--- config.mk ---
export PLATFORM = sky130hd
export DESIGN_NAME = mpeg_audio_frame_scanner
export DESIGN_NICKNAME = d
export VERILOG_FILES = /design/src/rtl/mafs_pkg.sv /design/src/rtl/mafs_datapath.sv /design/src/rtl/mafs_ctrl.sv /design/src/rtl/mpeg_audio_frame_scanner.sv
export SDC_FILE = /design/constraint.sdc
export NUM_CORES = 1
export LEC_CHECK = 0
export BUFFER_PORTS_ARGS = -buffer_cell sky130_fd_sc_hd__buf_2
export CAP_MARGIN = 15
export CORE_UTILIZATION = 55
export CTS_CLUSTER_DIAMETER = 200
export DETAILED_ROUTE_END_ITERATION = 12
export PLACE_DENSITY = 0.73
export RECOVER_POWER = 50
export SLEW_MARGIN = 40
export SYNTH_ARGS = -nofsm -noshare
export SYNTH_HDL_FRONTEND = slang
export SYNTH_HIERARCHICAL = 1
export SYNTH_SLANG_ARGS = --single-unit
--- constraint.sdc ---
create_clock -name clock -period 12.4 [get_ports clock]
set_input_delay 0 -clock clock [delete_from_list [all_inputs] [get_ports clock]]
set_output_delay 0 -clock clock [all_outputs]
set_load 0.01 [all_outputs]
--- src/rtl/mafs_pkg.sv ---
`default_nettype none

package mafs_pkg;

   localparam int HeaderBytes = 4;
   localparam int ByteW = 8;
   localparam int LenW = 11;
   localparam int CountW = 24;
   localparam int KbpsW = 9;
   localparam int RateW = 16;
   localparam int FactorW = 18;
   localparam int ProdW = FactorW + KbpsW;
   localparam int NumW = 26;
   localparam int QuoW = 11;
   localparam int StepW = 4;

   localparam logic [ByteW-1:0] SyncByte = 8'hFF;
   localparam logic [2:0] SyncHigh = 3'b111;
   localparam logic [1:0] LayerThree = 2'b01;
   localparam logic [3:0] BrFree = 4'd0;
   localparam logic [3:0] BrBad = 4'd15;
   localparam logic [CountW-1:0] BadMax = 24'hFFFFFF;
   localparam logic [LenW-1:0] MinLenReset = 11'd21;
   localparam logic [FactorW-1:0] FactorMpeg1 = 18'd144000;
   localparam logic [FactorW-1:0] FactorMpeg2 = 18'd72000;

   localparam logic [1:0] VerMpeg2 = 2'd0;
   localparam logic [1:0] VerMpeg1 = 2'd1;
   localparam logic [1:0] VerMpeg25 = 2'd2;

   localparam logic KindHeader = 1'b0;
   localparam logic KindEnd = 1'b1;

   typedef struct packed {
      logic [ByteW-1:0] data_byte;
      logic             end_of_data;
   } mafs_req_type;

   typedef struct packed {
      logic              result_kind;
      logic [1:0]        mpeg_version;
      logic [3:0]        bitrate_index;
      logic [1:0]        rate_index;
      logic              padding_bit;
      logic [1:0]        channel_mode;
      logic [1:0]        stereo_ext;
      logic [1:0]        emphasis;
      logic [3:0]        flag_bits;
      logic [LenW-1:0]   frame_bytes;
      logic              resynced;
      logic [CountW-1:0] bad_frames;
   } mafs_rsp_type;

   typedef struct packed {
      logic accept;
      logic mul;
      logic div_step;
      logic hdr_commit;
      logic end_commit;
   } mafs_cmd_type;

   typedef struct packed {
      logic hdr_full;
      logic div_last;
      logic hdr_ok;
   } mafs_status_type;

   function automatic logic [KbpsW-1:0] kbps_lookup(input logic mpeg1, input logic [3:0] br);
      logic [KbpsW-1:0] k;
      case (br)
         4'd1:    k = mpeg1 ? 9'd32  : 9'd8;
         4'd2:    k = mpeg1 ? 9'd40  : 9'd16;
         4'd3:    k = mpeg1 ? 9'd48  : 9'd24;
         4'd4:    k = mpeg1 ? 9'd56  : 9'd32;
         4'd5:    k = mpeg1 ? 9'd64  : 9'd40;
         4'd6:    k = mpeg1 ? 9'd80  : 9'd48;
         4'd7:    k = mpeg1 ? 9'd96  : 9'd56;
         4'd8:    k = mpeg1 ? 9'd112 : 9'd64;
         4'd9:    k = mpeg1 ? 9'd128 : 9'd80;
         4'd10:   k = mpeg1 ? 9'd160 : 9'd96;
         4'd11:   k = mpeg1 ? 9'd192 : 9'd112;
         4'd12:   k = mpeg1 ? 9'd224 : 9'd128;
         4'd13:   k = mpeg1 ? 9'd256 : 9'd144;
         4'd14:   k = mpeg1 ? 9'd320 : 9'd160;
         default: k = '0;
      endcase
      return k;
   endfunction

   function automatic logic [RateW-1:0] rate_lookup(input logic [1:0] ver, input logic [1:0] fr);
      logic [RateW-1:0] r;
      r = 16'd50000;
      case (ver)
         VerMpeg2: begin
            case (fr)
               2'd0:    r = 16'd22050;
               2'd1:    r = 16'd24000;
               2'd2:    r = 16'd16000;
               default: r = 16'd50000;
            endcase
         end
         VerMpeg1: begin
            case (fr)
               2'd0:    r = 16'd44100;
               2'd1:    r = 16'd48000;
               2'd2:    r = 16'd32000;
               default: r = 16'd50000;
            endcase
         end
         default: begin
            case (fr)
               2'd0:    r = 16'd11025;
               2'd1:    r = 16'd12000;
               2'd2:    r = 16'd8000;
               default: r = 16'd50000;
            endcase
         end
      endcase
      return r;
   endfunction

endpackage

`default_nettype wire

--- src/rtl/mafs_datapath.sv ---
`default_nettype none

module mafs_datapath (
   input  wire logic                        clock,
   input  wire logic                        reset,
   input  wire mafs_pkg::mafs_req_type      req_data,
   input  wire logic                        csr_write_enable,
   input  wire logic [mafs_pkg::LenW-1:0]   csr_write_data,
   input  wire mafs_pkg::mafs_cmd_type      cmd,
   output mafs_pkg::mafs_status_type        status,
   output mafs_pkg::mafs_rsp_type           rsp_data
);
   import mafs_pkg::*;

   typedef enum logic [2:0] {
      PH_HUNT = 3'b001,
      PH_HEAD = 3'b010,
      PH_SKIP = 3'b100
   } phase_type;

   phase_type          phase_ff, phase_in;
   logic [23:0]        hdr_ff, hdr_in;
   logic [LenW-1:0]    pos_ff, pos_in;
   logic               skipped_ff, skipped_in;
   logic [CountW-1:0]  bad_ff, bad_in;
   logic [LenW-1:0]    min_ff, min_in;
   logic [ByteW-1:0]   b3_ff, b3_in;
   logic [NumW-1:0]    rem_ff, rem_in;
   logic [RateW-1:0]   div_ff, div_in;
   logic [QuoW-1:0]    quo_ff, quo_in;
   logic [StepW-1:0]   step_ff, step_in;
   mafs_rsp_type       rsp_ff, rsp_in;

   logic [ByteW-1:0]   b0, b1, b2;
   logic [1:0]         ver;
   logic [3:0]         br;
   logic [1:0]         fr;
   logic               pad;
   logic [LenW:0]      len_sum;
   logic [LenW-1:0]    frame_len;
   logic [LenW-1:0]    body_len;
   logic [LenW-1:0]    pos_dec;
   logic [FactorW-1:0] factor;
   logic [ProdW-1:0]   product;
   logic [NumW-1:0]    trial;
   logic [CountW-1:0]  bad_inc;
   logic               hdr_ok;
   logic               end_bad;

   assign b0 = hdr_ff[23:16];
   assign b1 = hdr_ff[15:8];
   assign b2 = hdr_ff[7:0];
   assign ver = b1[4] ? {1'b0, b1[3]} : VerMpeg25;
   assign br = b2[7:4];
   assign fr = b2[3:2];
   assign pad = b2[1];
   assign len_sum = {1'b0, quo_ff} + {{LenW{1'b0}}, pad};
   assign frame_len = len_sum[LenW-1:0];
   assign body_len = frame_len - LenW'(HeaderBytes);
   assign pos_dec = (pos_ff != '0) ? pos_ff - LenW'(1) : pos_ff;
   assign factor = ver[0] ? FactorMpeg1 : FactorMpeg2;
   assign product = ProdW'(factor) * ProdW'(kbps_lookup(ver[0], br));
   assign trial = NumW'(div_ff) << step_ff;
   assign bad_inc = (bad_ff == BadMax) ? bad_ff : bad_ff + CountW'(1);
   assign end_bad = skipped_ff || (phase_ff == PH_HEAD);

   assign hdr_ok = (b0 == SyncByte) && (b1[7:5] == SyncHigh) && (b1[2:1] == LayerThree)
                   && (br != BrFree) && (br != BrBad) && (len_sum >= {1'b0, min_ff});

   assign status.hdr_full = (phase_ff == PH_HEAD) && (pos_ff >= LenW'(HeaderBytes - 1));
   assign status.div_last = (step_ff == '0);
   assign status.hdr_ok = hdr_ok;
   assign rsp_data = rsp_ff;

   always_comb begin
      phase_in = phase_ff;
      hdr_in = hdr_ff;
      pos_in = pos_ff;
      skipped_in = skipped_ff;
      bad_in = bad_ff;
      min_in = csr_write_enable ? csr_write_data : min_ff;
      b3_in = cmd.accept ? req_data.data_byte : b3_ff;
      rem_in = rem_ff;
      div_in = div_ff;
      quo_in = quo_ff;
      step_in = step_ff;
      rsp_in = rsp_ff;

      if (cmd.accept) begin
         case (phase_ff)
            PH_HEAD: begin
               if (!status.hdr_full) begin
                  hdr_in = {hdr_ff[15:0], req_data.data_byte};
                  pos_in = pos_ff + LenW'(1);
               end
            end
            PH_SKIP: begin
               pos_in = pos_dec;
               if (pos_dec == '0) begin
                  phase_in = PH_HUNT;
               end
            end
            default: begin
               if (req_data.data_byte == SyncByte) begin
                  phase_in = PH_HEAD;
                  hdr_in = 24'(SyncByte);
                  pos_in = LenW'(1);
               end else begin
                  phase_in = PH_HUNT;
                  skipped_in = 1'b1;
               end
            end
         endcase
      end

      if (cmd.mul) begin
         rem_in = product[NumW-1:0];
         div_in = rate_lookup(ver, fr);
         quo_in = '0;
         step_in = StepW'(QuoW - 1);
      end

      if (cmd.div_step) begin
         if (rem_ff >= trial) begin
            rem_in = rem_ff - trial;
            quo_in[step_ff] = 1'b1;
         end
         step_in = step_ff - StepW'(1);
      end

      if (cmd.hdr_commit) begin
         hdr_in = '0;
         if (hdr_ok) begin
            rsp_in.result_kind = KindHeader;
            rsp_in.mpeg_version = ver;
            rsp_in.bitrate_index = br;
            rsp_in.rate_index = fr;
            rsp_in.padding_bit = pad;
            rsp_in.channel_mode = b3_ff[7:6];
            rsp_in.stereo_ext = b3_ff[5:4];
            rsp_in.emphasis = b3_ff[1:0];
            rsp_in.flag_bits = {b2[0], b3_ff[2], b3_ff[3], b1[0]};
            rsp_in.frame_bytes = frame_len;
            rsp_in.resynced = skipped_ff;
            rsp_in.bad_frames = skipped_ff ? bad_inc : bad_ff;
            bad_in = skipped_ff ? bad_inc : bad_ff;
            skipped_in = 1'b0;
            pos_in = body_len;
            phase_in = (body_len != '0) ? PH_SKIP : PH_HUNT;
         end else begin
            skipped_in = 1'b1;
            phase_in = PH_HUNT;
            pos_in = '0;
         end
      end

      if (cmd.end_commit) begin
         rsp_in = '0;
         rsp_in.result_kind = KindEnd;
         rsp_in.resynced = end_bad;
         rsp_in.bad_frames = end_bad ? bad_inc : bad_ff;
         bad_in = end_bad ? bad_inc : bad_ff;
         phase_in = PH_HUNT;
         hdr_in = '0;
         pos_in = '0;
         skipped_in = 1'b0;
      end
   end

   always_ff @(posedge clock) begin
      if (reset) begin
         phase_ff <= PH_HUNT;
         hdr_ff <= '0;
         pos_ff <= '0;
         skipped_ff <= 1'b0;
         bad_ff <= '0;
         min_ff <= MinLenReset;
      end else begin
         phase_ff <= phase_in;
         hdr_ff <= hdr_in;
         pos_ff <= pos_in;
         skipped_ff <= skipped_in;
         bad_ff <= bad_in;
         min_ff <= min_in;
      end
   end

   always_ff @(posedge clock) begin
      b3_ff <= b3_in;
      rem_ff <= rem_in;
      div_ff <= div_in;
      quo_ff <= quo_in;
      step_ff <= step_in;
      rsp_ff <= rsp_in;
   end

endmodule

`default_nettype wire

--- src/rtl/mafs_ctrl.sv ---
`default_nettype none

module mafs_ctrl (
   input  wire logic                     clock,
   input  wire logic                     reset,
   input  wire logic                     req_valid,
   input  wire logic                     req_last,
   output logic                          req_stall,
   output logic                          rsp_valid,
   input  wire logic                     rsp_stall,
   output mafs_pkg::mafs_cmd_type        cmd,
   input  wire mafs_pkg::mafs_status_type status
);
   import mafs_pkg::*;

   typedef enum logic [4:0] {
      ST_RUN = 5'b00001,
      ST_MUL = 5'b00010,
      ST_DIV = 5'b00100,
      ST_HDR = 5'b01000,
      ST_END = 5'b10000
   } ctrl_state_type;

   ctrl_state_type state_ff, state_in;
   logic           last_ff, last_in;
   logic           rsp_valid_ff, rsp_valid_in;
   logic           out_free;

   assign out_free = !rsp_valid_ff || !rsp_stall;
   assign req_stall = (state_ff != ST_RUN);
   assign rsp_valid = rsp_valid_ff;

   always_comb begin
      cmd = '0;
      state_in = state_ff;
      last_in = last_ff;
      case (state_ff)
         ST_RUN: begin
            if (req_valid) begin
               cmd.accept = 1'b1;
               last_in = req_last;
               if (status.hdr_full) begin
                  state_in = ST_MUL;
               end else if (req_last) begin
                  state_in = ST_END;
               end
            end
         end
         ST_MUL: begin
            cmd.mul = 1'b1;
            state_in = ST_DIV;
         end
         ST_DIV: begin
            cmd.div_step = 1'b1;
            if (status.div_last) begin
               state_in = ST_HDR;
            end
         end
         ST_HDR: begin
            if (!status.hdr_ok || out_free) begin
               cmd.hdr_commit = 1'b1;
               state_in = last_ff ? ST_END : ST_RUN;
            end
         end
         ST_END: begin
            if (out_free) begin
               cmd.end_commit = 1'b1;
               state_in = ST_RUN;
            end
         end
         default: begin
            state_in = ST_RUN;
         end
      endcase

      if ((cmd.hdr_commit && status.hdr_ok) || cmd.end_commit) begin
         rsp_valid_in = 1'b1;
      end else if (!rsp_stall) begin
         rsp_valid_in = 1'b0;
      end else begin
         rsp_valid_in = rsp_valid_ff;
      end
   end

   always_ff @(posedge clock) begin
      if (reset) begin
         state_ff <= ST_RUN;
         rsp_valid_ff <= 1'b0;
      end else begin
         state_ff <= state_in;
         rsp_valid_ff <= rsp_valid_in;
      end
   end

   always_ff @(posedge clock) begin
      last_ff <= last_in;
   end

`ifndef SYNTH
   a_no_overwrite: assert property (@(posedge clock) disable iff (reset)
      ((cmd.hdr_commit && status.hdr_ok) || cmd.end_commit) |-> !(rsp_valid_ff && rsp_stall))
      else $error("result register overwritten while stalled");

   a_mul_after_header: assert property (@(posedge clock) disable iff (reset)
      (state_ff == ST_MUL) |-> $past(cmd.accept && status.hdr_full))
      else $error("length multiply without a complete header");

   a_div_complete: assert property (@(posedge clock) disable iff (reset)
      ((state_ff == ST_HDR) && ($past(state_ff) != ST_HDR)) |-> $past(status.div_last))
      else $error("header check before divide finished");

   a_end_follows: assert property (@(posedge clock) disable iff (reset)
      cmd.hdr_commit |=> ((state_ff == ST_END) == $past(last_ff)))
      else $error("end of data result lost after header");
`endif

endmodule

`default_nettype wire

--- src/rtl/mpeg_audio_frame_scanner.sv ---
`default_nettype none
// Order: a non-header byte is taken without a stall; an end-of-data result is registered in the
//   end state after its byte, a header result after its fourth byte through multiply, 11-step
//   divide and check, with the end-of-data result following once the output register frees.
// Throughput: 1 byte per cycle, except stalls after each fourth header byte (restoring divider
//   for frame length) and after an end-of-data byte, plus waits on a full result register.
// Reset: synchronous; scanning state and bad-frame count clear, minimum length returns to 21.
module mpeg_audio_frame_scanner (
   input  wire logic                      clock,
   input  wire logic                      reset,
   input  wire logic                      req_valid,
   output logic                           req_stall,
   input  wire mafs_pkg::mafs_req_type    req_data,
   output logic                           rsp_valid,
   input  wire logic                      rsp_stall,
   output mafs_pkg::mafs_rsp_type         rsp_data,
   input  wire logic                      csr_write_enable,
   input  wire logic [mafs_pkg::LenW-1:0] csr_write_data
);
   import mafs_pkg::*;

   mafs_cmd_type    cmd;
   mafs_status_type status;

   mafs_ctrl u_ctrl (
      .clock     (clock),
      .reset     (reset),
      .req_valid (req_valid),
      .req_last  (req_data.end_of_data),
      .req_stall (req_stall),
      .rsp_valid (rsp_valid),
      .rsp_stall (rsp_stall),
      .cmd       (cmd),
      .status    (status)
   );

   mafs_datapath u_datapath (
      .clock            (clock),
      .reset            (reset),
      .req_data         (req_data),
      .csr_write_enable (csr_write_enable),
      .csr_write_data   (csr_write_data),
      .cmd              (cmd),
      .status           (status),
      .rsp_data         (rsp_data)
   );

endmodule

`default_nettype wire
# --- Word level (Yosys, flattened, before mapping) ---
# Index checks and enable logic that the tools add are counted.
op_classes:
  add_sub_neg: 7
  n_bitwise: 2
  n_lt_le_gt_ge: 5
  shifts: 1
  mul: 1
  n_mux: 80
  n_reduce_logical: 39
  n_eq_ne: 43
op_table:
  columns: ["op", "count"]
  rows:
  - ["two-way mux 24 bit", 8]
  - ["case mux 16 bit (3 select lines)", 3]
  - ["case mux 9 bit (14 select lines)", 1]
  - ["two-way mux 11 bit", 9]
  - ["two-way mux 26 bit", 3]
  - ["two-way mux 25 bit", 3]
  - ["case mux 24 bit (2 select lines)", 1]
  - ["two-way mux 5 bit", 8]
  - ["case mux 16 bit (2 select lines)", 1]
  - ["equality test 4 bit, second input constant", 7]
  - ["two-way mux 7 bit", 4]
  - [">= comparator 26 bit", 1]
  - ["multiplier 18 x 9 -> 26 bit", 1]
  - ["<< shifter 16 x 4 -> 26 bit", 1]
  - ["subtractor 26 bit", 1]
  - ["case mux 5 bit (5 select lines)", 1]
  - ["adder 24 x 1 -> 24 bit, second input constant", 1]
  - ["equality test 24 bit, second input constant", 1]
  - ["two-way mux 6 bit", 4]
  - ["two-way mux 8 bit", 3]
  - ["case mux 11 bit (2 select lines)", 1]
  - ["nonzero test 11 bit", 2]
  - ["two-way mux 18 bit", 1]
  - ["two-way mux 9 bit", 2]
  - ["other kinds (50)", 110]
totals:
  elab_cells: 204
  out_inout_bits: 58
  register_bits: 202
  in_bits: 25

# --- Depth between registers and ports, before layout ---
# Gate-level depths: netlist (run 1).
depth:
  ltp_word: 13
  depth_mapped: 24

# --- Hierarchy ---
# Netlist (run 1), hierarchy kept.
modules_own_cells:
  columns: ["module", "n_inst", "area_per_inst_um2", "cells_per_inst"]
  rows:
  - ["mafs_datapath", 1, 12757.2, 1513]
  - ["mafs_ctrl", 1, 395.4, 46]

# --- Least setup slack after synthesis (run 1) ---
# OpenSTA, ideal clock, no wires.
synth_timing:
  kind: "reg-to-reg"
  from: "register u_datapath.hdr_ff[12]"
  to: "register u_datapath.rem_ff[25]"
  setup_ns: 0.130
  path_slack_ns: 7.343
  arrival_time_ns: 4.927
  stages_incl_launch_ff: 24
  period_less_slack_ns: 5.057
  cell_sequence: "dfxtp_1 clkbuf_1 and2_1 clkbuf_1 nor2_1 a21oi_1 o22ai_1 nor3_1 ha_1 inv_1 fa_1 inv_1 fa_1 ha_1 inv_1 fa_1 nor2b_1 o31ai_1 a211oi_1 o31ai_1 xnor2_1 mux2_2 nand2_1 o21ai_0"
synth_between:
  elab_chain_cells: 7
synth_lines:
  columns: ["element", "line_no", "text"]
  rows:
  - ["start, declared", "mafs_datapath.sv:22", "logic [23:0] hdr_ff, hdr_in;"]
  - ["start signal, assigned", "mafs_datapath.sv:180", "hdr_ff <= hdr_in;"]
  - ["two-way mux 2 bit (*)", "mafs_datapath.sv:53", "assign ver = b1[4] ? {1'b0, b1[3]} : VerMpeg25;"]
  - ["two-way mux 7 bit, or another cell as far along", "mafs_pkg.sv:77", "4'd7: k = mpeg1 ? 9'd96 : 9'd56;"]
  - ["case mux 9 bit (14 select lines)", "mafs_pkg.sv:70", "case (br)"]
  - ["multiplier 18 x 9 -> 26 bit (*)", "mafs_datapath.sv:62", "assign product = ProdW'(factor) * ProdW'(kbps_lookup(ver[0], br));"]
  - ["two-way mux 26 bit (*)", "mafs_datapath.sv:116", "if (cmd.mul) begin"]
  - ["two-way mux 26 bit", "mafs_datapath.sv:124", "if (rem_ff >= trial) begin"]
  - ["two-way mux 26 bit (*)", "mafs_datapath.sv:123", "if (cmd.div_step) begin"]
  - ["net u_datapath.rem_in[25]", "mafs_datapath.sv:28", "logic [NumW-1:0] rem_ff, rem_in;"]
  - ["end signal, assigned", "mafs_datapath.sv:190", "rem_ff <= rem_in;"]
  - ["end, declared", "mafs_datapath.sv:28", null]
# Mark *: on every way through the listed nets, which the timed path passes. The rest lies on a longest branch.
# A chain may end at the register's enable or synchronous reset.

# --- Worst setup path in the final report (run 1) ---
# Ends and elaborated chain as after synthesis.

==> metrics.md, run 1 <==
| Metric | Value |
|---|---|
| Status | `finished with violations` |
| Clock Skews | `around 9 ps` |
| Die height | `156.6 um` |
| Initial Util | `56.03%` |
| Top cells by area, synth | `dfxtp_1 23%, edfxtp_1 12%, ha_1 8.9%, a21oi_1 5.0%, nor2_1 4.4%` |
| Worst setup EP type | `flip-flop` |
| HP Start | `csr_write_enable` |
| Hold endpoint | `u_datapath/min_ff[10]$_SDFFE_PP0P_` |
| Synthesized area | `~0.013 mm2` |
| Fin nets | `1779` |
| Post-CTS Resized | `0` |
| Commonest non-fill, non-tap cell in the layout | `nand2_1` |
| Final WL | `roughly 32000 um` |
| CTS H-tree lvls | `1` |
| Vias/cell | `~6` |
| Grt ovf | `0` |
| Share of layout cells above drive strength 1 | `around 6.0%` |
| Startpoint types | `flip-flop` |
| Worst path slowest cell | `nor3_1` |
| Fin crit share | `47.71%` |
| Vias in the first global route | `roughly 11000` |
| FF-to-FF End | `u_datapath/rem_ff[25]$_DFF_P_` |
| Worst r2r path cells | `20` |
| Final Instance Area | `0.01474 mm2` |
| Failing checks | `max-capacitance violations, max-slew violations` |
| PD cells | `101.6 mW/mm2` |
| Synth area leader | `dfxtp_1` |
| Post-DP HPWL | `22720 um` |
| Fmax | `0.1690 GHz` |
| Share of the synthesized area in the top cell type | `22.53%` |
| Worst skew pair latency | `510 ps` |
| Remaining DRCs | `0` |
| Die W | `156.6 um` |
| Maxcap violations | `1` |
| Synth warn | `6` |
| Final Wtd Congestion | `0.9251` |
| Diode count | `0` |
| Fillers | `2061` |
| R2R Setup Slk | `6480 ps` |
| CP max stage delay | `about 630 ps` |
| Lkg Pwr | `5.949 nW` |
| Initial antenna violation count | `0` |
| Slew @ Worst Pin | `2000 ps` |
| IO Port Bufs | `82` |
| Top Ports | `83` |
| Core Area | `0.02347 mm2` |
| Post-synth EDFFs | `53` |
| Area after DPL | `0.01378 mm2` |
| Largest net degree at the start of global routing | `53` |
| Multi-input combinational cell area | `0.007969 mm2` |
| CTS tree | `yes` |
| Setup Buffers After CTS | `0` |
| Cells after Synth | `roughly 1600` |
| Critical Path AT | `approximately 6300 ps` |
| Post-synth ARST share | `0%` |
| Row count | `56` |
| Syn Area/Cell | `around 8.4 um2` |
| Die area | `between 0.02 and 0.025 mm2` |
| Ys flop type | `dfxtp_1` |
| CTS max path bufs | `3` |
| WP buf/inv | `3` |
| WL per Instance | `16.23 um` |
| DR vias | `approximately 12000` |
| Routed Antenna Nets | `0` |
| Post-synthesis sequential area ratio | `34.63%` |
| Netlist cell types | `86` |
| Reg area | `0.004554 mm2` |
| # setup viols final | `0` |
| # clock sinks | `201` |
| Setup Crit Path Kind | `reg -> reg` |
| Drt pass-1 iters | `6` |
| # hold bufs at CTS | `33` |
| Setup TNS Final | `0 ps` |
| Root buffer cell | `clkbuf_16` |
| Fin. Hold Viols | `0` |
| Critical-path maximum fanout | `20` |
| CP cell instances | `and2_1, nor3_1, o22ai_1, nor3_1, ha_1, inv_1, fa_1, inv_1, fa_1, ha_1, inv_1, fa_1, nor2b_1, o31ai_1, a211oi_1, o31ai_1, xnor2_1, mux2_2, nand2_1, o21ai_0` |
| Synth Register Bits | `between 200 and 250` |
| Slew Viols, Final | `35` |
| Clk pin slew, worst setup/hold paths | `roughly 60 ps` |
| CP top delay family | `adder cells` |
| TritonCTS buffer count | `23` |
| Max rail drop VDD | `0.09720 mV` |
| Unrepaired setup endpoints after global routing | `false` |
| CP Data Required Time | `12780 ps` |
| Most frequent cells in the layout | `153 x nand2_1, 151 x nor2_1, 148 x dfxtp_1` |
| Worst rel slew slack | `-33.32%` |
| Hold path cells | `3` |
| Period minus WS final | `5916 ps` |
| Area grow syn2layout | `12.08%` |
| Worst hold path class | `in -> reg` |
| Total track usage | `25.96%` |
| First-pass GRT wire length | `52020 um` |
| Iteration-0 DRC Markers | `808` |
| RR Startpoint | `u_datapath/hdr_ff[12]$_SDFFE_PP0P_` |
## synthesized netlist by cell type, types with 14 or more instances
cell / n
mux2i_1: 33
a22oi_1: 21
or4_1: 15
ha_1: 94
or3_1: 18
a21oi_1: 131
nor2b_1: 19
dfxtp_1: 148
fa_1: 22
o21ai_0: 87
nor2_1: 154
o31ai_1: 22
nand3_1: 43
clkbuf_1: 58
edfxtp_1: 53
nand2_1: 153
a211oi_1: 19
xnor2_1: 45
nand4_1: 17
xor2_1: 23
a21o_1: 16
nor3_1: 45
inv_1: 87
a31oi_1: 14
## worst max-delay path by stage
stage,startpoint,end,slack (ps),cells after the start
global route,u_datapath/hdr_ff[12]$_SDFFE_PP0P_,u_datapath/rem_ff[25]$_DFF_P_,5910,19
floorplan,u_datapath/hdr_ff[12]$_SDFFE_PP0P_,u_datapath/rem_ff[25]$_DFF_P_,7340,23
global placement,u_datapath/hdr_ff[12]$_SDFFE_PP0P_,u_datapath/rem_ff[25]$_DFF_P_,6640,18
finish,u_datapath/hdr_ff[12]$_SDFFE_PP0P_,u_datapath/rem_ff[25]$_DFF_P_,6480,20
CTS,u_datapath/hdr_ff[12]$_SDFFE_PP0P_,u_datapath/rem_ff[25]$_DFF_P_,6480,20
detailed placement,u_datapath/hdr_ff[12]$_SDFFE_PP0P_,u_datapath/rem_ff[25]$_DFF_P_,6530,19
## stage by stage
| stage | std cells | util [%] | hold slack [ps] | setup slack [ps] | total power [mW] |
|---|---|---|---|---|---|
| after CTS | 1972 | 63.27 | 11.26 | 6480 | 1.508 |
| after detailed placement | 1897 | 58.72 | 191.4 | 6529 | 0.8355 |
| after global placement | 1896 | 58.65 | 191.2 | 6644 | 0.8333 |
| final | 1974 | 62.80 | 29.97 | 6484 | 1.498 |
| after floorplan | 1561 | - | 69.07 | 7343 | 0.8000 |
| after global routing | 1974 | 62.80 | 29.59 | 5912 | 1.550 |
## sequential cells by signal, summed over array words and instances (netlist names)
| name | flops |
|---|---|
| u_ctrl/rsp_valid | 1 |
| u_datapath/min_ff | 11 |
| u_datapath/b3_ff | 8 |
| u_ctrl/state_ff | 5 |
| u_datapath/quo_ff | 11 |
| u_datapath/hdr_ff | 24 |
| u_datapath/pos_ff | 11 |
| u_datapath/phase_ff | 3 |
| u_ctrl/last_ff | 1 |
| u_datapath/rem_ff | 26 |
| u_datapath/div_ff | 15 |
| u_datapath/skipped_ff | 1 |
| u_datapath/bad_ff | 24 |
| u_datapath/rsp_data | 56 |
| u_datapath/step_ff | 4 |
## metal layers
| metal | vias up | wire (um) | track usage [%] |
|---|---|---|---|
| met5 | - | 0 | 0 |
| met4 | 0 | 725 | 7.236 |
| met3 | 51 | 1646 | 2.880 |
| met2 | 311 | 15110 | 44.90 |
| met1 | 5408 | 14550 | 34.16 |
| li1 | 5764 | - | - |
## power by group
part           total [mW]  switching, mW  leakage, nW  internal, mW
logic               0.133         0.0786         3.88        0.0541
registers           0.698        0.00897         1.71         0.689
clock network       0.667          0.279        0.359         0.388
## cell families (layout without fill, tap and decap cells)
family / Yosys count / after routing / synth area share (%)
AOI/OAI and AO/OA: 410 / 410 / 19.47
xor gates and xnor gates: 68 / 68 / 4.528
adders and majority gates: 116 / 116 / 12.29
buffers and inverters: 164 / 258 / 4.775
DFF: 201 / 201 / 34.63
muxes: 49 / 49 / 4.053
other: 2 / 4 / 0.05710
and+or+nand+nor: 549 / 549 / 20.20
## cell type report
| type | count | area share (%) |
|---|---|---|
| Clock buffer | 28 | 4.032 |
| Inverter | 89 | 2.266 |
| Timing Repair Buffer | 127 | 5.076 |
| Multi-Input combinational cell | 1196 | 54.06 |
| Sequential cell | 201 | 30.89 |
| Clock inverter | 14 | 0.9676 |
| Tap cell | 319 | 2.708 |
## worst min-delay path, stage by stage
cell     delay [ps]
buf_2           220
mux2i_1         170
nor2_1          110
Note: power is estimated with default switching activity, not from simulation.
==> run 2: changes to the inputs <==
ABC_AREA = 1   (was default)
PLACE_DENSITY = 0.76   (was 0.73)
clock period = 5 ns   (was 12.4 ns; I/O delays follow)
==> metrics.md, run 2 <==
| Metric | Value |
|---|---|
| Net switching power | `1.045 mW (+190%)` |
| Reg area | `0.004561 mm2 (+0.14%)` |
| Root buffer cell | `clkbuf_16` |
| Sw Ratio | `26.90% (+2.4 points)` |
| TritonCTS buffer count | `22 (-4.3%)` |
| DR vias | `13886 (+20%)` |
| Grt ovf | `0 (unchanged)` |
| Critical-path maximum fanout | `7 (-65%)` |
| Initial antenna violation count | `0 (unchanged)` |
| Core Area | `0.02518 mm2 (+7.3%)` |
| Top cell by count, worst path | `nand2_1` |
| Fillers | `2379 (+15%)` |
| Synth warn | `6 (unchanged)` |
| Critical Path AT | `5060 ps (-1230 ps)` |
| Slew Viols, Final | `0 (-100%)` |
| Non-Filler Instances | `2465 (+25%)` |
| Ys flop type | `dfxtp_1` |
| Setup TNS Final | `0 ps (unchanged)` |
| Fin nets | `2260 (+27%)` |
| Share of the synthesized area in the top cell type | `21.00% (-1.5 points)` |
| Logic pwr share | `12.8% (+3.9 points)` |
| CP Data Required Time | `5400 ps (-7380 ps)` |
| Post-synthesis sequential area ratio | `32.28% (-2.4 points)` |
| Placed Cells | `2397 (+26%)` |
| Worst hold path class | `in -> reg` |
| CTS max path bufs | `3 (unchanged)` |
| # clock sinks | `201 (unchanged)` |
| CTS tree | `yes` |
| Setup Buffers After CTS | `0 (unchanged)` |
| Clock Skews | `12.16 ps (+3.179 ps)` |
| Multi-input combinational cell area | `0.008374 mm2 (+5.1%)` |
| Period minus WS final | `4664 ps (-1252 ps)` |
| Vias/cell | `5.633 (-3.6%)` |
| Post-synth EDFFs | `53 (unchanged)` |
| Status | `completed` |
| Top post-synthesis cells by count | `440 x nand2_1, 242 x nor2_1, 223 x inv_1` |
| Startpoint types | `flip-flop` |
| Setup Crit Path Kind | `reg -> reg` |
| Flop pwr share | `45.6% (-1.0 points)` |
| Fin. Hold Viols | `0 (unchanged)` |
| Top cells by area, synth | `dfxtp_1 21%, nand2_1 12%, edfxtp_1 11%, ha_1 8.3%, o21ai_0 6.9%` |
| Worst rel slew slack | `38.40% (+72 points)` |
| Final Wtd Congestion | `0.9480 (+2.5%)` |
| Most frequent cells in the layout | `440 x nand2_1, 241 x nor2_1, 222 x inv_1` |
| Finished Core Util | `62.50% (-0.31 points)` |
| Clk pin slew, worst setup/hold paths | `70 ps (about the same)` |
| Worst setup EP type | `flip-flop` |
| Remaining DRCs | `0 (unchanged)` |
| Routed Antenna Nets | `0 (unchanged)` |
| Most frequently used cell type in the post-synthesis netlist | `nand2_1` |
| Commonest non-fill, non-tap cell in the layout | `nand2_1` |
| Fin crit share | `93.28% (+46 points)` |
| Slew @ Worst Pin | `924.0 ps (-1076 ps)` |
| Area grow syn2layout | `11.53%` |
| Die area | `0.02630 mm2 (+7.2%)` |
| Power Total | `3.886 mW (+160%)` |
| Vias in the first global route | `12914 (+20%)` |
| Synth Register Bits | `201 (unchanged)` |
| Lkg Pwr | `7.016 nW (+18%)` |
| Drt pass-1 iters | `5 (-1)` |
| Fmax | `0.2144 GHz (+27%)` |
| Synth area leader | `dfxtp_1` |
| Worst skew pair latency | `510 ps (about the same)` |
| Post-DP HPWL | `28640 um (+26%)` |
| Worst path slowest cell | `fa_1` |
| Share of layout cells above drive strength 1 | `5.855% (-0.19 points)` |
| Die height | `162.2 um (+3.5%)` |
| Die W | `162.2 um (+3.5%)` |
| WL per Instance | `15.70 um (-3.3%)` |
| Netlist cell types | `60 (-30%)` |
| Maxcap violations | `0 (-1)` |
| Clk pwr share | `41.6% (-2.9 points)` |
| Cell-internal power | `2.840 mW (+150%)` |
| PD cells | `246.9 mW/mm2 (+140%)` |
| Row count | `58 (+3.6%)` |
| Largest register FFs | `56 (unchanged)` |
| Syn Area/Cell | `6.965 um2 (-17%)` |
| Initial Util | `56.04% (about the same)` |
| CP max stage delay | `430 ps (-200 ps)` |
| Top Ports | `83 (unchanged)` |
| Largest net degree at the start of global routing | `48 (-9.4%)` |
| Synthesized area | `0.01411 mm2 (+7.3%)` |
| IO Port Bufs | `82 (unchanged)` |
| CTS H-tree lvls | `1 (unchanged)` |
| Total track usage | `29.13% (+3.2 points)` |
| Max rail drop VDD | `0.2450 mV (+150%)` |
| Final WL | `38700 um (+21%)` |
| Diode count | `0 (unchanged)` |
| Cells after Synth | `2026 (+30%)` |
| # setup viols final | `0 (unchanged)` |
| Iteration-0 DRC Markers | `1173 (+45%)` |
| First-pass GRT wire length | `62560 um (+20%)` |
| Post-synth ARST share | `0% (unchanged)` |
[run 2: cell count changes in the layout (fill, tap and decap cells not counted), moves of 33 or more]
cell | before | now
nor2_1 | 151 | 241
nand2_1 | 153 | 440
xnor2_1 | 45 | 12
inv_1 | 85 | 222
nand3_1 | 43 | 137
o21ai_0 | 88 | 194
[run 2: final timing paths]
check	startpoint	endpoint	slack [ps]	depth (start not counted)
worst max register to register	u_datapath/hdr_ff[4]$_SDFFE_PP0P_	u_datapath/rem_ff[24]$_DFF_P_	340	27
worst max-delay path	u_datapath/hdr_ff[4]$_SDFFE_PP0P_	u_datapath/rem_ff[24]$_DFF_P_	340	27
worst min-delay path	csr_write_enable	u_datapath/min_ff[3]$_SDFFE_PP0P_	30	3
worst min register to register	u_datapath/rsp_data[30]$_SDFFE_PP0P_	u_datapath/rsp_data[30]$_SDFFE_PP0P_	450	2
[run 2: layout make-up]
cell class / count / area share [%]
Inverter: 240 / 5.724
Sequential cell: 201 / 28.98
Tap cell: 330 / 2.624
Timing Repair Buffer: 131 / 4.834
Multi-Input combinational cell: 1523 / 53.21
Clock buffer: 27 / 4.015
Clock inverter: 13 / 0.6122
[run 2: power by group through the flow]
stage	combinational [mW]	clock, mW	sequential, mW
after floorplan	0.350	0	1.79
after global placement	0.466	0	1.80
after detailed placement	0.475	0	1.81
after CTS	0.496	1.65	1.77
after global routing	0.557	1.71	1.78
final	0.497	1.62	1.77
[run 2: logic make-up (layout without fill, tap and decap cells)]
logic type | count (synthesis) | after routing | share of synthesized area (%)
AOI/OAI and AO/OA | 445 | 445 | 17.31
other | 2 | 4 | 0.05322
and+or+nand+nor | 917 | 917 | 27.64
DFF | 201 | 201 | 32.28
adders and majority gates | 116 | 116 | 11.46
muxes | 9 | 9 | 0.6384
buffers and inverters | 304 | 411 | 8.645
xor gates and xnor gates | 32 | 32 | 1.986
[run 2: per-layer routing]
metal,up-vias,part of all wire [%],GRT usage (%)
li1,6940,-,-
met1,6418,44,37.37
met2,450,48,51.23
met3,78,5.1,2.911
met4,0,2.9,9.348
met5,-,0,0
[run 2: repair_timing]
action	4_1_cts	5_1_grt
setup endpoints to repair	0	9
gates resized for setup	0	19
hold endpoints to repair	35	0
hold buffers	28	0
[run 2: critical path, delay by kind of cell, from the launching register on]
family,cells,cell delay [ps]
adders and majority gates,5,1850
and+or+nand+nor,13,1590
buffers and inverters,6,490
DFF,1,350
AOI/OAI and AO/OA,3,280
[run 2: stage by stage]
step | setup slack (ps) | area (um2) | hold WS, ps
finish | 336.0 | 15740 | 33.15
global placement | 249.8 | 14800 | 204.2
floorplan | 327.9 | 14120 | 62.44
CTS | 72.03 | 15810 | 1.622
global route | -4.016 | 15740 | 46.26
detailed placement | 103.0 | 14800 | 213.7
